**src/scr_pkg.sv**
```systemverilog
// Package: operation codes, register numbers, masks and shared types.
`default_nettype none
package scr_pkg;

    localparam int REG_COUNT = 32;

    typedef logic [2:0]  t_func;
    typedef logic [4:0]  t_reg_idx;
    typedef logic [31:0] t_word;

    localparam t_func FUNC_READ  = 3'd0;
    localparam t_func FUNC_WRITE = 3'd1;
    localparam t_func FUNC_SET   = 3'd2;
    localparam t_func FUNC_CLEAR = 3'd3;
    localparam t_func FUNC_ERET  = 3'd4;

    localparam t_reg_idx REG_STATUS = 5'd12;
    localparam t_reg_idx REG_CAUSE  = 5'd13;
    localparam t_reg_idx REG_PRID   = 5'd15;

    localparam t_word IP_MASK      = 32'h0000_FF00;
    localparam t_word STATUS_RESET = 32'h0040_0002;
    localparam t_word PRID_RESET   = 32'h0000_0002;

    typedef struct packed {
        t_func    func;
        t_reg_idx reg_index;
        t_word    write_data;
        logic [7:0] irq_lines;
    } t_op;

    typedef struct packed {
        t_word read_data;
        logic  irq_pending;
    } t_res;

endpackage
`default_nettype wire

```
**src/scr_ifs.sv**
```systemverilog
// Valid/ready channel interfaces for operation items and results.
`default_nettype none
interface scr_item_if;
    import scr_pkg::*;
    logic       valid;
    logic       ready;
    t_func      func;
    t_reg_idx   reg_index;
    t_word      write_data;
    logic [7:0] irq_lines;

    modport source (output valid, func, reg_index, write_data, irq_lines, input ready);
    modport sink   (input valid, func, reg_index, write_data, irq_lines, output ready);
    modport mon    (input valid, ready, func, reg_index, write_data, irq_lines);
endinterface

interface scr_result_if;
    import scr_pkg::*;
    logic  valid;
    logic  ready;
    t_word read_data;
    logic  irq_pending;

    modport source (output valid, read_data, irq_pending, input ready);
    modport sink   (input valid, read_data, irq_pending, output ready);
    modport mon    (input valid, ready, read_data, irq_pending);
endinterface
`default_nettype wire

```
**src/scr_regfile.sv**
```systemverilog
// Control register file with the single-pass operation logic.
`default_nettype none
module scr_regfile (
    input  logic         i_clk,
    input  logic         i_rst_n,
    input  logic         i_exec,
    input  scr_pkg::t_op i_op,
    input  scr_pkg::t_word i_prid,
    output scr_pkg::t_res o_res
);
    import scr_pkg::*;

    t_word r_regs [REG_COUNT];
    t_word cur_status;
    t_word cur_cause;
    t_word n_status;
    t_word n_cause;
    t_word rd;

    assign cur_status = r_regs[REG_STATUS];
    assign cur_cause  = r_regs[REG_CAUSE];

    always_comb begin
        n_status = cur_status;
        n_cause  = cur_cause;
        rd       = '0;
        case (i_op.func)
            FUNC_READ: begin
                rd = (i_op.reg_index == REG_PRID) ? i_prid : r_regs[i_op.reg_index];
            end
            FUNC_WRITE: begin
                if (i_op.reg_index == REG_STATUS) begin
                    n_status = i_op.write_data;
                end
                if (i_op.reg_index == REG_CAUSE) begin
                    n_cause = (i_op.write_data & ~IP_MASK) | (cur_cause & IP_MASK);
                end
            end
            FUNC_SET: begin
                n_cause = cur_cause | {16'h0000, i_op.irq_lines, 8'h00};
            end
            FUNC_CLEAR: begin
                n_cause = cur_cause & ~{16'h0000, i_op.irq_lines, 8'h00};
            end
            FUNC_ERET: begin
                // pop the mode/enable stack by one level, keep the oldest pair
                n_status = {cur_status[31:4], cur_status[5:2]};
            end
            default: begin
            end
        endcase
    end

    assign o_res.read_data   = rd;
    assign o_res.irq_pending = (|(n_cause[15:8] & n_status[15:8])) & n_status[0];

    always_ff @(posedge i_clk) begin
        if (!i_rst_n) begin
            for (int i = 0; i < REG_COUNT; i++) begin
                r_regs[i] <= (i == int'(REG_STATUS)) ? STATUS_RESET : '0;
            end
        end else if (i_exec) begin
            if (i_op.func == FUNC_WRITE && i_op.reg_index != REG_PRID &&
                i_op.reg_index != REG_STATUS && i_op.reg_index != REG_CAUSE) begin
                r_regs[i_op.reg_index] <= i_op.write_data;
            end
            r_regs[REG_STATUS] <= n_status;
            r_regs[REG_CAUSE]  <= n_cause;
        end
    end
endmodule
`default_nettype wire

```
**src/system_coprocessor_registers_unit.sv**
```systemverilog
// Top level: system coprocessor register unit with input and result registers.
//
// Usage:
//   i_item carries one operation per transfer (read, write, set or clear
//   interrupt-pending bits, return from exception). o_result returns one
//   transfer per item: the read data (zero for anything but a read) and the
//   interrupt-pending flag as it stands after the operation.
//   i_cfg_wr_en / i_cfg_wr_data load the processor id returned by register 15;
//   write it only while no item is in flight.
// Timing:
//   An accepted item lands in the input register, executes against the
//   register file when it advances into the result register and is offered
//   on o_result from then on. One item per cycle is sustained while
//   o_result.ready stays high; the register file update is a single masked
//   read-modify-write between the input and result registers.
// Reset:
//   Synchronous, active low. Both stages empty, all registers zero except
//   Status (0x00400002), processor id back to 2.
// Stall:
//   When o_result.ready is low the result holds; the input register still
//   takes one more item, after which i_item.ready drops until the result moves.
`default_nettype none
module system_coprocessor_registers_unit (
    input  logic                i_clk,
    input  logic                i_rst_n,
    scr_item_if.sink            i_item,
    scr_result_if.source        o_result,
    input  logic                i_cfg_wr_en,
    input  scr_pkg::t_word      i_cfg_wr_data
);
    import scr_pkg::*;

    t_word r_prid;
    logic  r_in_valid;
    t_op   r_in;
    logic  r_out_valid;
    t_res  r_out;
    t_res  exec_res;
    logic  advance;
    logic  in_xfer;

    // advance the input stage when the result slot is empty or draining
    assign advance        = r_in_valid && (!r_out_valid || o_result.ready);
    assign i_item.ready   = !r_in_valid || advance;
    assign in_xfer        = i_item.valid && i_item.ready;

    always_ff @(posedge i_clk) begin
        if (!i_rst_n) begin
            r_prid <= PRID_RESET;
        end else if (i_cfg_wr_en) begin
            r_prid <= i_cfg_wr_data;
        end
    end

    // input register
    always_ff @(posedge i_clk) begin
        if (!i_rst_n) begin
            r_in_valid <= 1'b0;
        end else if (i_item.ready) begin
            r_in_valid <= i_item.valid;
        end
    end

    always_ff @(posedge i_clk) begin
        if (in_xfer) begin
            r_in.func       <= i_item.func;
            r_in.reg_index  <= i_item.reg_index;
            r_in.write_data <= i_item.write_data;
            r_in.irq_lines  <= i_item.irq_lines;
        end
    end

    scr_regfile u_regfile (
        .i_clk   (i_clk),
        .i_rst_n (i_rst_n),
        .i_exec  (advance),
        .i_op    (r_in),
        .i_prid  (r_prid),
        .o_res   (exec_res)
    );

    // result register: load on advance, drop on transfer out
    always_ff @(posedge i_clk) begin
        if (!i_rst_n) begin
            r_out_valid <= 1'b0;
        end else if (advance) begin
            r_out_valid <= 1'b1;
        end else if (o_result.ready) begin
            r_out_valid <= 1'b0;
        end
    end

    always_ff @(posedge i_clk) begin
        if (advance) begin
            r_out <= exec_res;
        end
    end

    assign o_result.valid       = r_out_valid;
    assign o_result.read_data   = r_out.read_data;
    assign o_result.irq_pending = r_out.irq_pending;
endmodule
`default_nettype wire

```
**src/flat_wrapper.sv**
```systemverilog
// flat-port wrapper written by rule: the top's interface ports become plain ports
module system_coprocessor_registers_unit_flat import scr_pkg::*;
  (i_clk, i_rst_n, i_cfg_wr_en, i_cfg_wr_data, i_item_valid, i_item_func, i_item_reg_index, i_item_write_data, i_item_irq_lines, i_item_ready, o_result_valid, o_result_read_data, o_result_irq_pending, o_result_ready);
  scr_item_if i_item_i ();
  scr_result_if o_result_i ();
  input  logic i_clk;
  input  logic i_rst_n;
  input  logic i_cfg_wr_en;
  input  scr_pkg::t_word i_cfg_wr_data;
  input wire logic [$bits(i_item_i.valid)-1:0] i_item_valid;
  input wire logic [$bits(i_item_i.func)-1:0] i_item_func;
  input wire logic [$bits(i_item_i.reg_index)-1:0] i_item_reg_index;
  input wire logic [$bits(i_item_i.write_data)-1:0] i_item_write_data;
  input wire logic [$bits(i_item_i.irq_lines)-1:0] i_item_irq_lines;
  output wire logic [$bits(i_item_i.ready)-1:0] i_item_ready;
  output wire logic [$bits(o_result_i.valid)-1:0] o_result_valid;
  output wire logic [$bits(o_result_i.read_data)-1:0] o_result_read_data;
  output wire logic [$bits(o_result_i.irq_pending)-1:0] o_result_irq_pending;
  input wire logic [$bits(o_result_i.ready)-1:0] o_result_ready;
  assign i_item_i.valid = i_item_valid;
  assign i_item_i.func = i_item_func;
  assign i_item_i.reg_index = i_item_reg_index;
  assign i_item_i.write_data = i_item_write_data;
  assign i_item_i.irq_lines = i_item_irq_lines;
  assign i_item_ready = i_item_i.ready;
  assign o_result_valid = o_result_i.valid;
  assign o_result_read_data = o_result_i.read_data;
  assign o_result_irq_pending = o_result_i.irq_pending;
  assign o_result_i.ready = o_result_ready;
  system_coprocessor_registers_unit u_core (.i_clk(i_clk), .i_rst_n(i_rst_n), .i_item(i_item_i), .o_result(o_result_i), .i_cfg_wr_en(i_cfg_wr_en), .i_cfg_wr_data(i_cfg_wr_data));
endmodule
```
**config.mk**
```make
export PLATFORM = sky130hd
export DESIGN_NAME = system_coprocessor_registers_unit_flat
export DESIGN_NICKNAME = d
export VERILOG_FILES = /design/src/scr_pkg.sv /design/src/scr_ifs.sv /design/src/scr_regfile.sv /design/src/system_coprocessor_registers_unit.sv /design/src/flat_wrapper.sv
export SDC_FILE = /design/constraint.sdc
export NUM_CORES = 2
export LEC_CHECK = 0
export BUFFER_PORTS_ARGS = -buffer_cell sky130_fd_sc_hd__buf_4
export CAP_MARGIN = 20
export CORE_AREA = 2 2 307 309
export DETAILED_ROUTE_END_ITERATION = 6
export DIE_AREA = 0 0 309 311
export MAX_ROUTING_LAYER = met4
export PLACE_DENSITY = 0.74
export SYNTH_ARGS = -nofsm -noshare
export SYNTH_HDL_FRONTEND = slang
export SYNTH_SLANG_ARGS = --single-unit
```
**constraint.sdc**
```tcl
create_clock -name i_clk -period 4.8 [get_ports i_clk]
set_clock_uncertainty 0.2 [all_clocks]
set_input_delay 0 -clock i_clk [delete_from_list [all_inputs] [get_ports i_clk]]
set_output_delay 0 -clock i_clk [all_outputs]
set_load 0.05 [all_outputs]
```
* Yosys cells after proc, flatten, opt, wreduce, memory -nomap -nowiden
Memory sizes are Yosys's and may differ from the RTL's. A register that Yosys moved wholly into a read port is not among the register bits.
Cells that the tools add are included.
** Storage, ports and cells
- Input bits :: 85
- Output and inout port bits :: 35
- Memories kept :: 1
- Bits in registers :: 115
- RAM bits :: 1024
- Logic and storage cells :: 62
** Cells by class
- Mux-type cells :: 21
- Reduce and logical (&&, ||, !) cells :: 13
- Eq/ne operators :: 10
- Bitwise gates (word level) :: 8
** Memory list
- u_core.u_regfile.r_regs :: depth 32, width 32, read ports 3, clocked after memory_dff 1, wr ports 32, RTL line scr_regfile.sv:13 : t_word r_regs [REG_COUNT];
** Operators with widths (number)
- 32-bit two-way mux :: 6
- 32-bit one-hot mux with 3 select lines :: 1
- 32-bit by 16-bit bitwise OR with 32-bit output :: 2
- 32-bit one-hot mux with 2 select lines :: 1
- 32-bit AND :: 1
- 16-bit inverter with 32-bit output :: 1
- 32-bit OR reduction :: 1
- 5-bit by 4-bit == test with 1-bit output (second input constant) :: 3
- 5-bit by 4-bit != test with 1-bit output (second input constant) :: 3
- 1-bit two-way mux :: 11
- 5-bit two-way mux :: 2
- 8-bit AND :: 1
- 8-bit OR reduction :: 1
- 3-bit by 2-bit == test with 1-bit output (second input constant) :: 2
- 1-bit logical AND :: 5
- 3-bit by 1-bit == test with 1-bit output (second input constant) :: 1
- 3-bit == test (second input constant) :: 1
- 3-bit zero test :: 1
- 1-bit zero test :: 2
- 1-bit logical OR :: 2
- 1-bit bitwise OR :: 2
- 2-bit nonzero test :: 1
- 1-bit AND :: 1

* Depth between registers and ports, before layout
- Depth in word-level cells :: 10
- Gate-level depth with buffers :: 9
- Gate-level depth less buffers :: 6

* Modules after synthesis
A second synthesis with hierarchy kept.
** Second synthesis, totals
- Cells, all modules :: 3147
- Area, all modules :: 49801.5 µm²
** By module, submodules not included
- scr_regfile :: cells each 2954, area each 46044.2 µm², seq. area each 30209.0 µm², instances 1
- system_coprocessor_registers_unit :: cells each 193, area each 3757.4 µm², seq. area each 3113.0 µm², instances 1

* Least setup slack after synthesis
OpenSTA, ideal clock, no wires.
- Path type :: reg2reg
- From :: register u_core.r_in[46] (netlist name)
- To :: memory u_core.u_regfile.r_regs[30][0] (netlist name), enable pin
- Clock period less this slack :: 4.612 ns
- Required time :: 4.134 ns
- Path buffers :: 2
- Arrival :: 3.947 ns
- Path slack :: 0.188 ns
- Library setup time :: 0.466 ns
- Stages on the path, launching flop included :: 7
- Cells stage by stage :: edfxtp_1 > nor3b_4 > nand4_2 > or3b_1 > buf_6 > buf_6 > o21ai_0
** RTL lines
- start: declaration :: RTL line system_coprocessor_registers_unit.sv:35 : t_op r_in;
- end: declaration :: RTL line scr_regfile.sv:13

==> impl_metrics.env <==
export IMPL_status="finished clean"
export IMPL_dr_pass1_iters=5
export IMPL_die_y_um=311
export IMPL_die_w_um=309
export IMPL_totalNegativeSetupSlack_ns=0
export IMPL_synth_compound_area_frac=0.0164
export IMPL_max_freq_mhz=265
export IMPL_start_util=0.547
export IMPL_numCtsBuffers=116
export IMPL_worstMarginPinSlew_ns=1.14
export IMPL_max_stage_delay_ns=1.01
export IMPL_clk_latency_ns=0.70
export IMPL_cp_max_fo=21
export IMPL_synth_async_reset_ratio=0
export IMPL_synthSimpleGateAreaFrac=0.144
export IMPL_rsz0062_at_grt="no"
export IMPL_post_synth_top_area_cell="edfxtp_1"
export IMPL_core_area_um2=92800
export IMPL_antenna_found_initial=1
export IMPL_path_cells="nor3b_4 -> nand4_2 -> nand3b_1 -> o21ai_4 -> buf_4"
export IMPL_final_core_util=0.639
export IMPL_whs_path_depth=4
export IMPL_hold_end="u_core.r_prid[8]"
export IMPL_synth_area_top_cells="edfxtp_1 65%, mux4_2 13%, and2_1 12%"
export IMPL_end_kind="flip-flop"
export IMPL_drv_slew=0
export IMPL_slew_headroom=0.241
export IMPL_met3_length_um=10400
export IMPL_crit_path_top_delay_cell="o21ai_4"
export IMPL_drive_gt1_frac=0.224
export IMPL_drt_initial_drc_count=3394
export IMPL_dpl_hpwl_um=77800
export IMPL_r2r_end="u_core.u_regfile.r_regs[5][6]"
export IMPL_setup_viol=0
export IMPL_synth_top_family_by_area="multiplexers"
export IMPL_p_int_w=0.0173
export IMPL_period_minus_slack_ns=3.77
export IMPL_startpoint_type="flip-flop"
export IMPL_clkPwrFrac=0.402
export IMPL_ys_flop_type="edfxtp_1"
export IMPL_muxShareOfSynthArea=0.145
export IMPL_pre_cts_ws_ns=1.07
export IMPL_regArea_um2=34000
export IMPL_syn2layout_area_growth_pct=16.9
export IMPL_worstSetupPathType="reg2reg"
export IMPL_cp_arrival_ns=3.95
export IMPL_clkSlewWorstSetupHoldPaths_ns=0.07
export IMPL_gr_usage_all_layers=0.286
export IMPL_antenna_cells=0
export IMPL_htreeDepth=3
export IMPL_p_per_area_nw_per_um2=377
export IMPL_total_power_w=0.0224
export IMPL_r2r_slack_ns=1.03
export IMPL_instances_no_fill=4761
export IMPL_peakVddDrop_v=0.000286
export IMPL_yosys_area_share_adder=0
export IMPL_ys_warn_count=0
export IMPL_ys_types=47
export IMPL_rows=112
export IMPL_place_congestion=0.850
export IMPL_met1_length_um=49300
export IMPL_grt_pass1_vias=30000
export IMPL_power_switching_share=0.227
export IMPL_nNetsFinal=3493
export IMPL_cp_required_ns=4.98
export IMPL_combPwrFrac=0.082
export IMPL_period_share=0.786
export IMPL_yosys_area_top_type_share=0.654
export IMPL_rr_worst_depth=5
export IMPL_synth_edf_count=1105
export IMPL_highest_layer="met4"
export IMPL_met2_length_um=67800
export IMPL_cts_resized=0
export IMPL_netlist_instances=3139
export IMPL_synth_seq_cells=1144
export IMPL_switchingPower_w=0.00508
export IMPL_cts_sinks=1144
export IMPL_die_area_um2=96100
export IMPL_viasPerCell=6.05
export IMPL_finalHoldViolCount=0
export IMPL_leakage_nw=21.6
export IMPL_antenna_left=0
export IMPL_ios=120
export IMPL_wire_per_inst_um=27.6
export IMPL_vias=28800
export IMPL_grt_first_pass_wirelength_um=194000
export IMPL_timing_rr_start="u_core.r_in[46]"
export IMPL_clockBufferDepth=3
export IMPL_cts_tree="done"
export IMPL_dp_cells=4332
export IMPL_synthXorXnorAreaFrac=0
export IMPL_worstHoldStart="i_cfg_wr_en"
export IMPL_drc=0
export IMPL_multi_input_area_um2=16000
export IMPL_n_fill_cell=6398
export IMPL_seq_area_frac_synth=0.670
export IMPL_max_cap_violations=0
export IMPL_grt_ovfl_total=0
export IMPL_layout_setup_ws_ns=1.03
export IMPL_syn_area_um2=50700
export IMPL_holdCritPathClass="in2reg"
export IMPL_port_buffers=119
export IMPL_syn_avg_cell_area_um2=16.2
export IMPL_grt_max_degree=73
export IMPL_sequentialPowerShare=0.516
export IMPL_clockRootBuffer="clkbuf_16"
export IMPL_totalWireLength_um=132000
[through the flow]
| stage | hold WS, ns | area [um^2] |
|---|---|---|
| after floorplan | -0.101 | 50800 |
| final | 0.269 | 59300 |
| after global routing | 0.267 | 59300 |
| after CTS | 0.227 | 59000 |
| after global placement | -0.0209 | 53200 |
| after detailed placement | -0.0206 | 53300 |
[critical path: cells and delay by family (launching register included)]
| family | cells | cell delay [ns] |
|---|---|---|
| compound gates | 1 | 1.01 |
| simple gates | 3 | 1.33 |
| flops | 1 | 0.53 |
| buf+inv | 1 | 0.36 |
[flip-flops by register name (all words and copies together), names as in the netlist, named ones only]
| register | flops |
|---|---|
| u_core.u_regfile.r_regs | 1024 |
| u_core.r_in | 48 |
| u_core.o_result.read_data | 32 |
| u_core.r_prid | 32 |
| u_core.o_result.irq_pending | 1 |
| u_core.o_result.valid | 1 |
| u_core.r_in_valid | 1 |
[power groups by stage]
stage / clock, W / combinational [W] / sequential, W
floorplan: 0 / 0.00106 / 0.0116
global placement: 0 / 0.00159 / 0.0117
detailed placement: 0 / 0.00163 / 0.0118
CTS: 0.00903 / 0.00177 / 0.0116
global route: 0.00943 / 0.00193 / 0.0116
finish: 0.00898 / 0.00184 / 0.0115
[cell families after synthesis]
kind of cell | Yosys count
compound gates | 118
other cells | 1
simple gates | 1201
flops | 1144
mux | 369
buf+inv | 306
[layout make-up]
class / instances / area share
well taps: 1254 / 0.0265
clock buffers: 142 / 0.0516
inverters: 4 / 0.000253
flip-flops and latches: 1144 / 0.573
clock inverters: 75 / 0.0115
multi-input cells: 1720 / 0.269
repair buffers: 422 / 0.0678
[per-layer routing]
layer,global-route usage,vias to the layer above
met2,0.474,1364
met4,0.0858,0
met1,0.368,15100
li1,-,12100
met3,0.0414,244
met5,-,-
[synth_stat cells, types with 3 or more instances]
cell and n:
a211oi_1 32, a21oi_1 9, and2_1 971, buf_1 9
buf_2 40, buf_6 9, clkbuf_1 226, clkbuf_2 17
dfxtp_1 39, edfxtp_1 1105, inv_1 3, mux2_2 38
mux2i_1 43, mux4_2 288, nand2_1 16, nand3_1 3
nand3b_1 8, nand4_1 3, nor2_1 103, nor2_2 4
nor2_4 7, nor2b_1 37, nor3_1 34, o21ai_0 31
o221ai_1 32, o31ai_1 4, or3b_1 3
[cell usage in the layout (no fill, tap or decap), types with 3 or more instances in the layout]
cell type      instances
dlygate4sd3_1        200
mux2_2                38
nor2_1                87
and2_1               971
nor3_1                33
a211oi_1              32
nand2_1               16
inv_6                  4
dfxtp_1               35
conb_1                32
clkbuf_16            118
buf_12                 8
nor2_2                19
buf_4                199
buf_16                11
o21ai_4               30
nand3_1                3
nor2b_1               37
mux2i_1               43
nand3b_1               8
mux4_2               288
clkinv_1              32
dfxtp_4                3
clkbuf_1              22
o221ai_1              32
nor2_4                 8
bufinv_16             12
edfxtp_1            1105
buf_8                  4
a21oi_1                9
o31ai_1                3
clkinv_2              23
nand4_1                3
[how the worst max path moves through the flow]
stage / end / from / slack [ns] / cells after the start
global route: u_core.u_regfile.r_regs[29][14] / u_core.r_in[46] / 0.83 / 5
floorplan: u_core.u_regfile.r_regs[30][0] / u_core.r_in[46] / 0.19 / 6
CTS: u_core.u_regfile.r_regs[29][12] / u_core.r_in[46] / 1.02 / 5
detailed placement: u_core.u_regfile.r_regs[29][17] / u_core.r_in[46] / 1.07 / 5
finish: u_core.u_regfile.r_regs[5][6] / u_core.r_in[46] / 1.03 / 5
global placement: u_core.u_regfile.r_regs[5][5] / u_core.r_in[46] / 1.12 / 5
[timing repair]
item                      CTS  global route
hold buffers              200             0
hold endpoints to repair   92             0
buffers inserted            0             0
No activity file was read; power rests on OpenSTA's default activity.
